$ cat src/design/ssnd_pkg.sv
// shared types, constants and the segment decode for the four-digit display driver
// no dependencies
package ssnd_pkg;

    localparam logic [15:0] MAX_SHOWN = 16'd9999;
    localparam int          BIN_W     = 16;
    localparam int          DIG_W     = 4;

    typedef enum logic [1:0] {
        S_IDLE,
        S_CONV,
        S_EMIT
    } t_state;

    typedef struct packed {
        logic [DIG_W-1:0] thousands;
        logic [DIG_W-1:0] hundreds;
        logic [DIG_W-1:0] tens;
        logic [DIG_W-1:0] ones;
    } t_digits;

    typedef struct packed {
        logic start;
        logic ovf;
    } t_emit_cmd;

    // bit0 is segment a; blank or non-decimal codes give all segments off
    function automatic logic [6:0] seg_pattern(input logic [DIG_W-1:0] digit,
                                               input logic blank);
        logic [6:0] pat;
        case (digit)
            4'd0:    pat = 7'h3f;
            4'd1:    pat = 7'h06;
            4'd2:    pat = 7'h5b;
            4'd3:    pat = 7'h4f;
            4'd4:    pat = 7'h66;
            4'd5:    pat = 7'h6d;
            4'd6:    pat = 7'h7d;
            4'd7:    pat = 7'h07;
            4'd8:    pat = 7'h7f;
            4'd9:    pat = 7'h6f;
            default: pat = 7'h00;
        endcase
        return blank ? 7'h00 : pat;
    endfunction

endpackage

$ cat src/design/ssnd_bcd.sv
// bit-serial binary to bcd converter (shift and add-3), one input bit per cycle
// depends on ssnd_pkg
module ssnd_bcd (
    input  logic                              i_clk,
    input  logic                              i_rst_n,
    input  logic                              i_start,
    input  logic [ssnd_pkg::BIN_W-1:0]        i_value,
    output logic                              o_done,
    output ssnd_pkg::t_digits                 o_digits
);

    localparam int CNT_W = $clog2(ssnd_pkg::BIN_W);

    logic                        r_active;
    logic                        r_done;
    logic [CNT_W-1:0]            r_cnt;
    logic [ssnd_pkg::BIN_W-1:0]  r_bin;
    logic [15:0]                 r_bcd;
    logic [15:0]                 n_adj;

    // each nibble is independent: add 3 where it would pass 9 after the shift
    always_comb begin
        for (int i = 0; i < 4; i++) begin
            if (r_bcd[i*4 +: 4] >= 4'd5) begin
                n_adj[i*4 +: 4] = r_bcd[i*4 +: 4] + 4'd3;
            end else begin
                n_adj[i*4 +: 4] = r_bcd[i*4 +: 4];
            end
        end
    end

    always_ff @(posedge i_clk) begin
        if (!i_rst_n) begin
            r_active <= 1'b0;
            r_done   <= 1'b0;
            r_cnt    <= '0;
        end else begin
            r_done <= 1'b0;
            if (i_start) begin
                r_active <= 1'b1;
                r_cnt    <= '0;
            end else if (r_active) begin
                r_cnt <= r_cnt + 1'b1;
                if (r_cnt == CNT_W'(ssnd_pkg::BIN_W - 1)) begin
                    r_active <= 1'b0;
                    r_done   <= 1'b1;
                end
            end
        end
    end

    always_ff @(posedge i_clk) begin
        if (i_start) begin
            r_bin <= i_value;
            r_bcd <= '0;
        end else if (r_active) begin
            r_bin <= {r_bin[ssnd_pkg::BIN_W-2:0], 1'b0};
            r_bcd <= {n_adj[14:0], r_bin[ssnd_pkg::BIN_W-1]};
        end
    end

    assign o_done   = r_done;
    assign o_digits = ssnd_pkg::t_digits'(r_bcd);

endmodule

$ cat src/design/ssnd_frame.sv
// frame sequencer: blanking, segment decode and one frame per cycle for each pass
// depends on ssnd_pkg
module ssnd_frame #(
    parameter int MAX_REFRESH = 16
) (
    input  logic                                 i_clk,
    input  logic                                 i_rst_n,
    input  ssnd_pkg::t_emit_cmd                  i_cmd,
    input  logic [$clog2(MAX_REFRESH+1)-1:0]     i_passes,
    input  ssnd_pkg::t_digits                    i_digits,
    output logic                                 o_active,
    output logic                                 o_strobe,
    output logic [3:0]                           o_digit_select,
    output logic [6:0]                           o_segment_bits,
    output logic [11:0]                          o_shift_word,
    output logic                                 o_overflow_flag,
    output logic                                 o_last_frame
);

    localparam int PW = $clog2(MAX_REFRESH + 1);

    logic            r_active;
    logic [1:0]      r_k;
    logic [PW-1:0]   r_left;
    logic            r_ovf;
    logic [6:0]      r_seg [4];
    logic            r_strobe;
    logic [3:0]      r_sel;
    logic [6:0]      r_segs;
    logic            r_ovf_out;
    logic            r_last;

    logic            n_blank_th;
    logic            n_blank_hu;
    logic            n_blank_te;
    logic [3:0]      n_sel;
    logic            n_last;

    always_comb begin
        n_blank_th = (i_digits.thousands == '0);
        n_blank_hu = n_blank_th && (i_digits.hundreds == '0);
        n_blank_te = n_blank_hu && (i_digits.tens == '0);
        n_sel      = 4'b0001 << r_k;
        n_last     = (r_k == 2'd3) && (r_left == PW'(1));
    end

    always_ff @(posedge i_clk) begin
        if (!i_rst_n) begin
            r_active <= 1'b0;
            r_strobe <= 1'b0;
            r_k      <= '0;
            r_left   <= '0;
        end else begin
            r_strobe <= r_active;
            if (i_cmd.start) begin
                r_active <= 1'b1;
                r_k      <= '0;
                r_left   <= i_passes;
            end else if (r_active) begin
                r_k <= r_k + 1'b1;
                if (r_k == 2'd3) begin
                    r_left <= r_left - 1'b1;
                end
                if (n_last) begin
                    r_active <= 1'b0;
                end
            end
        end
    end

    // frame order: ones, hundreds, tens, thousands
    always_ff @(posedge i_clk) begin
        if (i_cmd.start) begin
            r_ovf    <= i_cmd.ovf;
            r_seg[0] <= ssnd_pkg::seg_pattern(i_digits.ones, 1'b0);
            r_seg[1] <= ssnd_pkg::seg_pattern(i_digits.hundreds, n_blank_hu);
            r_seg[2] <= ssnd_pkg::seg_pattern(i_digits.tens, n_blank_te);
            r_seg[3] <= ssnd_pkg::seg_pattern(i_digits.thousands, n_blank_th);
        end
        r_sel     <= n_sel;
        r_segs    <= r_seg[r_k];
        r_ovf_out <= r_ovf;
        r_last    <= n_last;
    end

    assign o_active        = r_active;
    assign o_strobe        = r_strobe;
    assign o_digit_select  = r_sel;
    assign o_segment_bits  = r_segs;
    assign o_shift_word    = {r_sel, 1'b0, r_segs};
    assign o_overflow_flag = r_ovf_out;
    assign o_last_frame    = r_last && r_strobe;

endmodule

$ cat src/design/seven_segment_number_display.sv
// top level of the four-digit seven-segment display driver
// depends on ssnd_pkg, ssnd_bcd and ssnd_frame
//
// A request (number, refresh count) is taken when start is high and busy is low. The
// number is clamped to 9999 (o_overflow_flag marks this) and converted to four bcd digits
// by a shift-and-add-3 unit that takes one bit per cycle. Then each refresh
// pass gives four frames, one per cycle, in the order ones, hundreds, tens, thousands;
// the refresh count is clamped to MAX_REFRESH and a count of zero gives no frames. The
// block stays busy and takes no new request until the conversion and every pass are done.
// Each frame is on the outputs for exactly one cycle with o_strobe high and must be taken
// then; o_last_frame marks the final one.
module seven_segment_number_display #(
    parameter int MAX_REFRESH = 16
) (
    input  logic        i_clk,
    input  logic        i_rst_n,
    input  logic        start,
    output logic        busy,
    input  logic [15:0] i_number_value,
    input  logic [4:0]  i_refresh_count,
    output logic        o_strobe,
    output logic [3:0]  o_digit_select,
    output logic [6:0]  o_segment_bits,
    output logic [11:0] o_shift_word,
    output logic        o_overflow_flag,
    output logic        o_last_frame
);

    localparam int PW = $clog2(MAX_REFRESH + 1);

    ssnd_pkg::t_state     r_state;
    ssnd_pkg::t_state     n_state;
    logic [PW-1:0]        r_passes;
    logic                 r_ovf;

    logic                 n_accept;
    logic                 n_over;
    logic [15:0]          n_value;
    logic [PW-1:0]        n_passes;
    logic                 conv_done;
    ssnd_pkg::t_digits    digits;
    ssnd_pkg::t_emit_cmd  emit_cmd;
    logic                 emit_active;

    always_comb begin
        n_over   = (i_number_value > ssnd_pkg::MAX_SHOWN);
        n_value  = n_over ? ssnd_pkg::MAX_SHOWN : i_number_value;
        if (i_refresh_count > 5'(MAX_REFRESH)) begin
            n_passes = PW'(MAX_REFRESH);
        end else begin
            n_passes = PW'(i_refresh_count);
        end
    end

    // next state
    always_comb begin
        n_state = r_state;
        case (r_state)
            ssnd_pkg::S_IDLE: begin
                if (start) begin
                    n_state = ssnd_pkg::S_CONV;
                end
            end
            ssnd_pkg::S_CONV: begin
                if (conv_done) begin
                    n_state = (r_passes == '0) ? ssnd_pkg::S_IDLE : ssnd_pkg::S_EMIT;
                end
            end
            ssnd_pkg::S_EMIT: begin
                if (!emit_active) begin
                    n_state = ssnd_pkg::S_IDLE;
                end
            end
            default: n_state = ssnd_pkg::S_IDLE;
        endcase
    end

    // outputs of the state machine
    always_comb begin
        n_accept       = 1'b0;
        emit_cmd.start = 1'b0;
        emit_cmd.ovf   = r_ovf;
        busy           = 1'b1;
        case (r_state)
            ssnd_pkg::S_IDLE: begin
                busy     = 1'b0;
                n_accept = start;
            end
            ssnd_pkg::S_CONV: begin
                emit_cmd.start = conv_done && (r_passes != '0);
            end
            ssnd_pkg::S_EMIT: begin
                busy = 1'b1;
            end
            default: busy = 1'b1;
        endcase
    end

    always_ff @(posedge i_clk) begin
        if (!i_rst_n) begin
            r_state <= ssnd_pkg::S_IDLE;
        end else begin
            r_state <= n_state;
        end
    end

    always_ff @(posedge i_clk) begin
        if (n_accept) begin
            r_passes <= n_passes;
            r_ovf    <= n_over;
        end
    end

    ssnd_bcd u_bcd (
        .i_clk    (i_clk),
        .i_rst_n  (i_rst_n),
        .i_start  (n_accept),
        .i_value  (n_value),
        .o_done   (conv_done),
        .o_digits (digits)
    );

    ssnd_frame #(
        .MAX_REFRESH (MAX_REFRESH)
    ) u_frame (
        .i_clk           (i_clk),
        .i_rst_n         (i_rst_n),
        .i_cmd           (emit_cmd),
        .i_passes        (r_passes),
        .i_digits        (digits),
        .o_active        (emit_active),
        .o_strobe        (o_strobe),
        .o_digit_select  (o_digit_select),
        .o_segment_bits  (o_segment_bits),
        .o_shift_word    (o_shift_word),
        .o_overflow_flag (o_overflow_flag),
        .o_last_frame    (o_last_frame)
    );

    // frames only come out of the emit phase
    a_strobe_in_emit: assert property (@(posedge i_clk) disable iff (!i_rst_n)
        o_strobe |-> $past(r_state == ssnd_pkg::S_EMIT))
        else $error("frame strobe outside emit phase");

    a_select_onehot: assert property (@(posedge i_clk) disable iff (!i_rst_n)
        o_strobe |-> $onehot(o_digit_select))
        else $error("digit select not one-hot");

    a_accept_busy: assert property (@(posedge i_clk) disable iff (!i_rst_n)
        (start && !busy) |=> busy)
        else $error("block not busy after request");

    a_last_is_strobed: assert property (@(posedge i_clk) disable iff (!i_rst_n)
        o_last_frame |-> o_strobe)
        else $error("last frame without strobe");

    a_emit_needs_passes: assert property (@(posedge i_clk) disable iff (!i_rst_n)
        emit_cmd.start |-> (r_passes != '0))
        else $error("emit started with zero passes");

endmodule
$ cat config.mk
export PLATFORM = sky130hd
export DESIGN_NAME = seven_segment_number_display
export DESIGN_NICKNAME = d
export VERILOG_FILES = /design/src/design/ssnd_pkg.sv /design/src/design/ssnd_bcd.sv /design/src/design/ssnd_frame.sv /design/src/design/seven_segment_number_display.sv
export SDC_FILE = /design/constraint.sdc
export NUM_CORES = 1
export LEC_CHECK = 0
export BUFFER_PORTS_ARGS = -buffer_cell sky130_fd_sc_hd__buf_4
export CAP_MARGIN = 0
export CORE_ASPECT_RATIO = 2
export CORE_MARGIN = 2
export CORE_UTILIZATION = 45
export DETAILED_ROUTE_END_ITERATION = 10
export GPL_TIMING_DRIVEN = 0
export PLACE_DENSITY = 0.73
export SYNTH_ARGS = -nofsm -noshare
export SYNTH_HDL_FRONTEND = slang
export SYNTH_SLANG_ARGS = --single-unit
export TNS_END_PERCENT = 5
$ cat constraint.sdc
create_clock -name i_clk -period 2.15 [get_ports i_clk]
set_input_delay 0.3225 -clock i_clk [delete_from_list [all_inputs] [get_ports i_clk]]
set_output_delay 0.3225 -clock i_clk [all_outputs]
set_load 0.02 [all_outputs]
==> results of run 1 <==
placed cells by master, fill, tap and decap left out, types with 4 or more instances in the layout:
| cell | n |
|---|---|
| ha_4 | 8 |
| nor2b_1 | 20 |
| nand2_1 | 54 |
| dfxtp_1 | 63 |
| nand2b_4 | 4 |
| o21ai_2 | 4 |
| xnor2_1 | 5 |
| dfxtp_2 | 10 |
| clkbuf_16 | 18 |
| ha_1 | 28 |
| buf_4 | 88 |
| clkbuf_1 | 7 |
| nor2_1 | 27 |
| nor3_1 | 4 |
| nand3b_1 | 4 |
| and2_1 | 22 |
| buf_2 | 4 |
| o21a_1 | 7 |
| mux4_2 | 7 |
| o22ai_1 | 13 |
| a21o_1 | 4 |
| o21ai_0 | 34 |
| clkinv_2 | 4 |
| a22oi_1 | 7 |
| inv_2 | 15 |
| edfxtp_1 | 51 |
| nand3_1 | 11 |
| o21ai_1 | 4 |
| nand2b_1 | 5 |
| mux2i_1 | 13 |
| o211a_1 | 4 |
| a21oi_1 | 6 |
| inv_1 | 18 |
| mux2_2 | 5 |
per-layer routing:
metal	wire (µm)	global-route usage	part of all wire	up-vias
met3	437	0.0350	0.032	62
met1	4380	0.163	0.32	2094
met5	0	0	0	-
met2	7770	0.381	0.57	143
met4	930	0.150	0.069	0
li1	-	-	-	2097
cells by family after synthesis:
kind of cell,Yosys count
AND/OR/NAND/NOR,174
buffers and inverters,66
adder cells (fa/ha/maj),38
other,1
AO/OA/AOI/OAI,104
XOR/XNOR,8
multiplexers,27
flip-flops,125
repair_timing:
action | 4_1_cts | 5_1_grt
setup buffers | 16 | 11
gates cloned | 1 | 1
endpoints found under the setup margin | 80 | 63
resized for setup | 55 | 44
pin swaps | 12 | 18
power by group through the flow:
stage | clock network [µW] | registers (µW) | logic, µW
finish | 2710 | 2790 | 1180
global route | 2850 | 2800 | 1280
CTS | 2730 | 2780 | 1040
detailed placement | 0 | 2820 | 868
global placement | 0 | 2810 | 823
floorplan | 0 | 2800 | 631
area by class of cell:
type | instances | area [µm²] | area share
Clock buffer | 21 | 482 | 0.0634
Inverter | 34 | 131 | 0.0173
Timing Repair inverter | 1 | 7.51 | 0.000988
Timing Repair Buffer | 77 | 588 | 0.0774
Multi-Input combinational cell | 352 | 2870 | 0.377
Buffer | 32 | 221 | 0.0291
Tap cell | 150 | 188 | 0.0247
Sequential cell | 125 | 3030 | 0.399
Clock inverter | 10 | 87.6 | 0.0115
worst paths after layout:
kind	endpoint	slack, ps	depth (start not counted)
setup reg to reg	flop	-20	9
hold reg to reg	u_frame.o_overflow_flag	370	0
setup / recovery	flop	-20	9
hold / removal	r_passes[4]	210	2
metrics by stage:
step                      worst slack (ps)  area (µm²)
after floorplan                      -39.6        5840
after global placement                -458        6400
after detailed placement              -597        6400
after CTS                            -12.9        7350
after global routing                 -90.7        7600
final                                -18.1        7600
worst register-to-register path: cells and delay by family (launching register included):
| family | cells | cell delay [ps] |
|---|---|---|
| AOI/OAI and AO/OA | 2 | 600 |
| buffers and inverters | 3 | 370 |
| DFF | 1 | 340 |
| and+or+nand+nor | 2 | 270 |
| muxes | 1 | 240 |
| adders and majority gates | 1 | 190 |
synthesized netlist by cell type (3+ instances only):
master     instances
o211a_1            4
inv_1             33
mux2i_1           14
a221oi_2           3
xnor2_1            5
nor4_1             3
a21o_1             4
nor2_1            30
nand2b_1           9
clkbuf_1           9
o21a_1             7
a311oi_1           6
buf_2              7
xor2_1             3
ha_1              38
nand3_1           13
edfxtp_1          51
nor3_1             5
a21oi_1            6
a2111oi_0          3
o21ai_1            4
o22ai_1           13
mux4_2             7
nand2_1           56
dfxtp_1           74
and3_1             3
mux2_2             5
buf_4             13
nor2b_1           21
nand3b_1           4
o21ai_0           37
and2_1            22
a22oi_1            7
==> key figures, run 1 <==
Cells and area
  • Layout Utilization: 0.602
  • Layout cell share with drive strength beyond 1: 0.330
  • Diode count: 0
  • Net count, final: 702
  • Fillers: 1006
  • Synth-to-layout area growth: 30.3%
  • Non-Filler Instances: 802

CTS
  • CTS Buf Count: 17
  • Max Root-Sink Buffers: 2
  • CTS sink cnt: 125
  • Clock latency on the worst-skew pair: 400 ps
  • CTS clk-pin slew, worst paths: 60 ps
  • CTS tree: yes
  • H-tree depth: 4
  • Hold Buf Count CTS: 0
  • CTS root buf: clkbuf_16

Drt
  • Final wirelength: 13500 µm
  • Drt initial violations: 306
  • Vias per Instance: 5.48
  • Wirelength per Cell: 16.9 µm
  • First-pass detailed-route iteration total: 5
  • Post-route ant nets: 0
  • # DRC: 0
  • Via count: 4396

Yosys
  • Xor/xnor share of the synthesized area: 0.0120
  • Syn Area/Cell: 10.7 µm²
  • Post-synth EDFFs: 51
  • Simple-Gate Fraction of Synth Area: 0.152
  • Syn nets: 605
  • Ranking of synthesized cells by area: edfxtp_1, dfxtp_1, ha_1, nand2_1, o21ai_0
  • Top FF cell, synth: dfxtp_1
  • Yosys top cell area share: 0.263
  • Netlist cell types: 53
  • Synthesized flop and latch total: 125
  • Post-synthesis sequential area ratio: 0.517
  • Fraction of registers with async set/reset: 0
  • Area of the mapped netlist: 5830 µm²
  • Adder-cell share of the synthesized area: 0.0815
  • Post-Synthesis Cells: 543
  • Mux contribution to synthesized area: 0.0633
  • Largest family of logic cells by synthesized area: simple AND/OR/NAND/NOR gates
  • Yosys warns: 0
  • Post-synth top area cell: edfxtp_1
  • Compound-Gate Fraction of Synth Area: 0.121

Critical path
  • Worst-path maximum fanout: 6
  • Crit-path cells: inv_2 -> ha_1 -> nand2b_4 -> a2111oi_4 -> nor3_4 -> buf_4 -> buf_4 -> mux2i_1 -> o22ai_1
  • CP max-delay cell: a2111oi_4
  • Slowest stage delay, CP: 460 ps
  • Req. time, crit path: 2400 ps
  • Critical Path Start: u_bcd.o_digits[9]
  • Crit end category: flop
  • Top delay family on crit path: compound AO/OA/AOI/OAI gates
  • Worst r2r src: u_bcd.o_digits[9]
  • Worst Setup Path Type: reg -> reg
  • Startpoint Class: flop
  • Critical Path Most Common Cell: buf_4
  • Critical Path AT: 2420 ps
  • Sum of buffers and inverters on the critical path: 3

STA
  • Final hold vios: 0
  • Clk_skew: 6.54 ps
  • Worst Slack Setup Final: -18.1 ps
  • Endpoints failing setup: 1
  • F_max: 0.461 GHz
  • Fin Hold WS: 209 ps
  • Measured slew at the worst slew-check pin: 647 ps
  • Period utilization: 1.01
  • RSZ-0062 raised after global routing: true
  • Fin Setup TNS: -18.1 ps
  • Final Max Slew Viols: 0
  • Worst slew margin: 0.569
  • Min Tclk post-route: 2170 ps

Global route
  • Largest net degree at the start of global routing: 17
  • Global Route Usage Sum: 0.194
  • Global-route wire length before repair: 20900 µm
  • Vias in the first global route: 4487
  • GR Overflow Total: 0
  • Antenna violations before repair: 0

Hold path
  • Tightest Hold Check Type: in -> reg
  • HP Start: i_refresh_count[4]

Outcome
  • Status: finished with violations
  • Failing checks: negative setup slack

Floorplan
  • Cell row count: 58
  • Width of the die: 84.5 µm
  • Die area: 13900 µm²
  • Starting Density: 0.462
  • Chip height: 165 µm
  • Num ports: 51
  • Core ar.: 12600 µm²

Placed design
  • IO Port Bufs: 49
  • Final GP Congestion: 0.835
  • # placed instances: 742
  • Half-perimeter wire length after placement: 9100 µm

Power and ir drop
  • Switching Share: 0.257
  • Clock power share: 0.406
  • Pwr Total: 6670 µW
  • Leakage power: 0.00309 µW
  • Internal power: 4960 µW
  • Switching power: 1710 µW
  • Worst IR Drop VDD: 0.727 mV
  • PD cells: 877 nW/µm²
  • Comb pwr share: 0.177
  • Register share of total power: 0.418

Run
  • Total of max-cap violations: 0
(Power assumes the default switching activity.)
==> run 2, diff against run 1 <==
Settings changed: PLACE_DENSITY 0.73 to 0.65, SKIP_CTS_REPAIR_TIMING from default to 1.
==> run 2 against run 1 <==
Compared with the run above:
- the run now ends clean
- sequential power barely moved
- worst hold slack got worse by 13 ps
- clock power rose by 4%
==> key figures, run 2 (synthesized netlist as in run 1, its figures left out) <==
Placed design
  • Pre-CTS setup slack: -675 ps (-78.4 ps)
  • IO Port Bufs: 49 (unchanged)
  • Half-perimeter wire length after placement: 8940 µm (-1.7%)
  • Final GP Congestion: 0.935 (+12%)

STA
  • Final Max Slew Viols: 0 (unchanged)
  • Final hold vios: 0 (unchanged)
  • F_max: 0.470 GHz (+1.9%)
  • Worst Slack Setup Final: 22.8 ps (+40.9 ps)
  • Min Tclk post-route: 2130 ps (-40.9 ps)
  • RSZ-0062 raised after global routing: true
  • Endpoints failing setup: 0 (-1)
  • Worst slew margin: 0.559 (-0.00990)
  • Clk_skew: 20.2 ps (+13.7 ps)
  • Period utilization: 0.989 (-0.0190)
  • Measured slew at the worst slew-check pin: 660 ps (+13.2 ps)

Global route
  • Global-route wire length before repair: 19700 µm (-5.8%)
  • GR Overflow Total: 0 (unchanged)
  • Largest net degree at the start of global routing: 30 (+13)
  • Antenna violations before repair: 0 (unchanged)
  • Vias in the first global route: 4172 (-7.0%)
  • Global Route Usage Sum: 0.183 (-0.0110)

Critical path
  • R2R cell count: 8 (-1)
  • Critical Path AT: 2460 ps (+40 ps)
  • Req. time, crit path: 2490 ps (+90 ps)
  • Startpoint Class: flop
  • Worst Setup Path Type: reg -> reg
  • Crit end category: flop
  • Worst-path maximum fanout: 5 (-1)

Drt
  • Vias per Instance: 5.32 (-2.9%)
  • # DRC: 0 (unchanged)
  • Final wirelength: 12900 µm (-4.5%)
  • Wirelength per Cell: 16.1 µm (-4.5%)
  • Drt initial violations: 157 (-49%)
  • Post-route ant nets: 0 (unchanged)
  • Via count: 4269 (-2.9%)
  • First-pass detailed-route iteration total: 4 (-1)

Cells and area
  • Leading cell type in the layout, fill and taps excluded: buf_4
  • Fillers: 1041 (+3.5%)
  • Diode count: 0 (unchanged)
  • Layout cell share with drive strength beyond 1: 0.327 (-0.00307)
  • Commonest non-fill, non-tap cells in the layout: buf_4, dfxtp_1, nand2_1, edfxtp_1, o21ai_0
  • Net count, final: 701 (-0.14%)
  • Synth-to-layout area growth: 30.2% (about the same)

Floorplan
  • Num ports: 51 (unchanged)
  • Cell row count: 58 (unchanged)
  • Width of the die: 84.5 µm (unchanged)
  • Core ar.: 12600 µm² (unchanged)
  • Chip height: 165 µm (unchanged)
  • Die area: 13900 µm² (unchanged)
  • Starting Density: 0.462 (unchanged)

Power and ir drop
  • Worst IR Drop VDD: 0.810 mV (+11%)
  • PD cells: 890 nW/µm² (+1.4%)
  • Clock power share: 0.416 (+0.010)
  • Internal power: 5010 µW (+1.2%)
  • Switching power: 1750 µW (+1.9%)
  • Leakage power: 0.00311 µW (+0.35%)
  • Pwr Total: 6760 µW (+1.4%)
  • Switching Share: 0.258 (+0.00130)
  • Comb pwr share: 0.172 (-0.005)
  • Register share of total power: 0.412 (-0.006)

CTS
  • CTS Buf Count: 17 (unchanged)
  • Max Root-Sink Buffers: 2 (unchanged)
  • CTS clk-pin slew, worst paths: 60 ps (about the same)
  • CTS sink cnt: 125 (unchanged)
  • Clock latency on the worst-skew pair: 420 ps (+20 ps)
  • CTS root buf: clkbuf_16
  • H-tree depth: 4 (unchanged)
  • CTS tree: yes

Run
  • Total of max-cap violations: 0 (unchanged)

Hold path
  • Tightest Hold Check Type: in -> reg
  • Worst hold stages: 2 (unchanged)

Outcome
  • Status: finished, final reports clean
[run 2: changes by cell type in the layout (fill, tap and decap cells not counted), moves of 3 or more]
cell   change
buf_6      +4
inv_2      -3
inv_6      +4
ha_1       +3
buf_4      -3
[run 2: worst paths after layout]
path,start,end,slack [ps]
max,u_bcd.o_digits[12],flop,20
min,i_rst_n,r_state[0],200
max reg2reg,u_bcd.o_digits[12],flop,20
min reg2reg,u_frame.r_ovf,u_frame.o_overflow_flag,360
[run 2: layout make-up]
type                       count  area (µm²)  share of cell area
inverter                      34         139              0.0183
timing repair inverter         1        7.51            0.000988
sequential                   125        3030               0.399
timing repair buffer          76         584              0.0769
clock buffer                  21         493              0.0649
clock inverter                11         101              0.0133
tap                          150         188              0.0247
multi-input combinational    352        2830               0.373
buffer                        32         219              0.0288
[run 2: routing by layer]
layer  part of all wire  global-route usage  vias to the layer above
li1                   -                   -                     2096
met1               0.35               0.170                     2055
met2               0.60               0.368                       96
met3              0.033              0.0385                       22
met4              0.025              0.0801                        0
met5                  0                   0                        -
[run 2: through the flow]
stage | setup TNS, ps | hold slack (ps) | instances | cell area (µm²) | utilization
after floorplan | -1230 | 323 | 543 | 5840 | -
after global routing | -585 | 200 | 802 | 7600 | 0.602
after global placement | -28200 | 324 | 742 | 6400 | 0.507
final | 0 | 196 | 802 | 7600 | 0.602
after CTS | -35040 | 185 | 774 | 6990 | 0.554
after detailed placement | -33550 | 347 | 742 | 6400 | 0.507
[run 2: power by group through the flow]
| stage | sequential [µW] | combinational, µW | clock, µW |
|---|---|---|---|
| 2_1_floorplan | 2800 | 631 | 0 |
| 3_3_place_gp | 2820 | 844 | 0 |
| 3_5_place_dp | 2820 | 878 | 0 |
| 4_1_cts | 2770 | 883 | 2850 |
| 5_1_grt | 2810 | 1280 | 2970 |
| 6_report | 2790 | 1160 | 2810 |
[run 2: worst max-delay path, stage by stage, from the launching register on]
cell and delay (ps):
dfxtp_2 360, inv_2 60, ha_4 230, and2_1 150, a311o_1 350, a311o_1 340, buf_6 160, mux2_4 300
o21ai_2 100
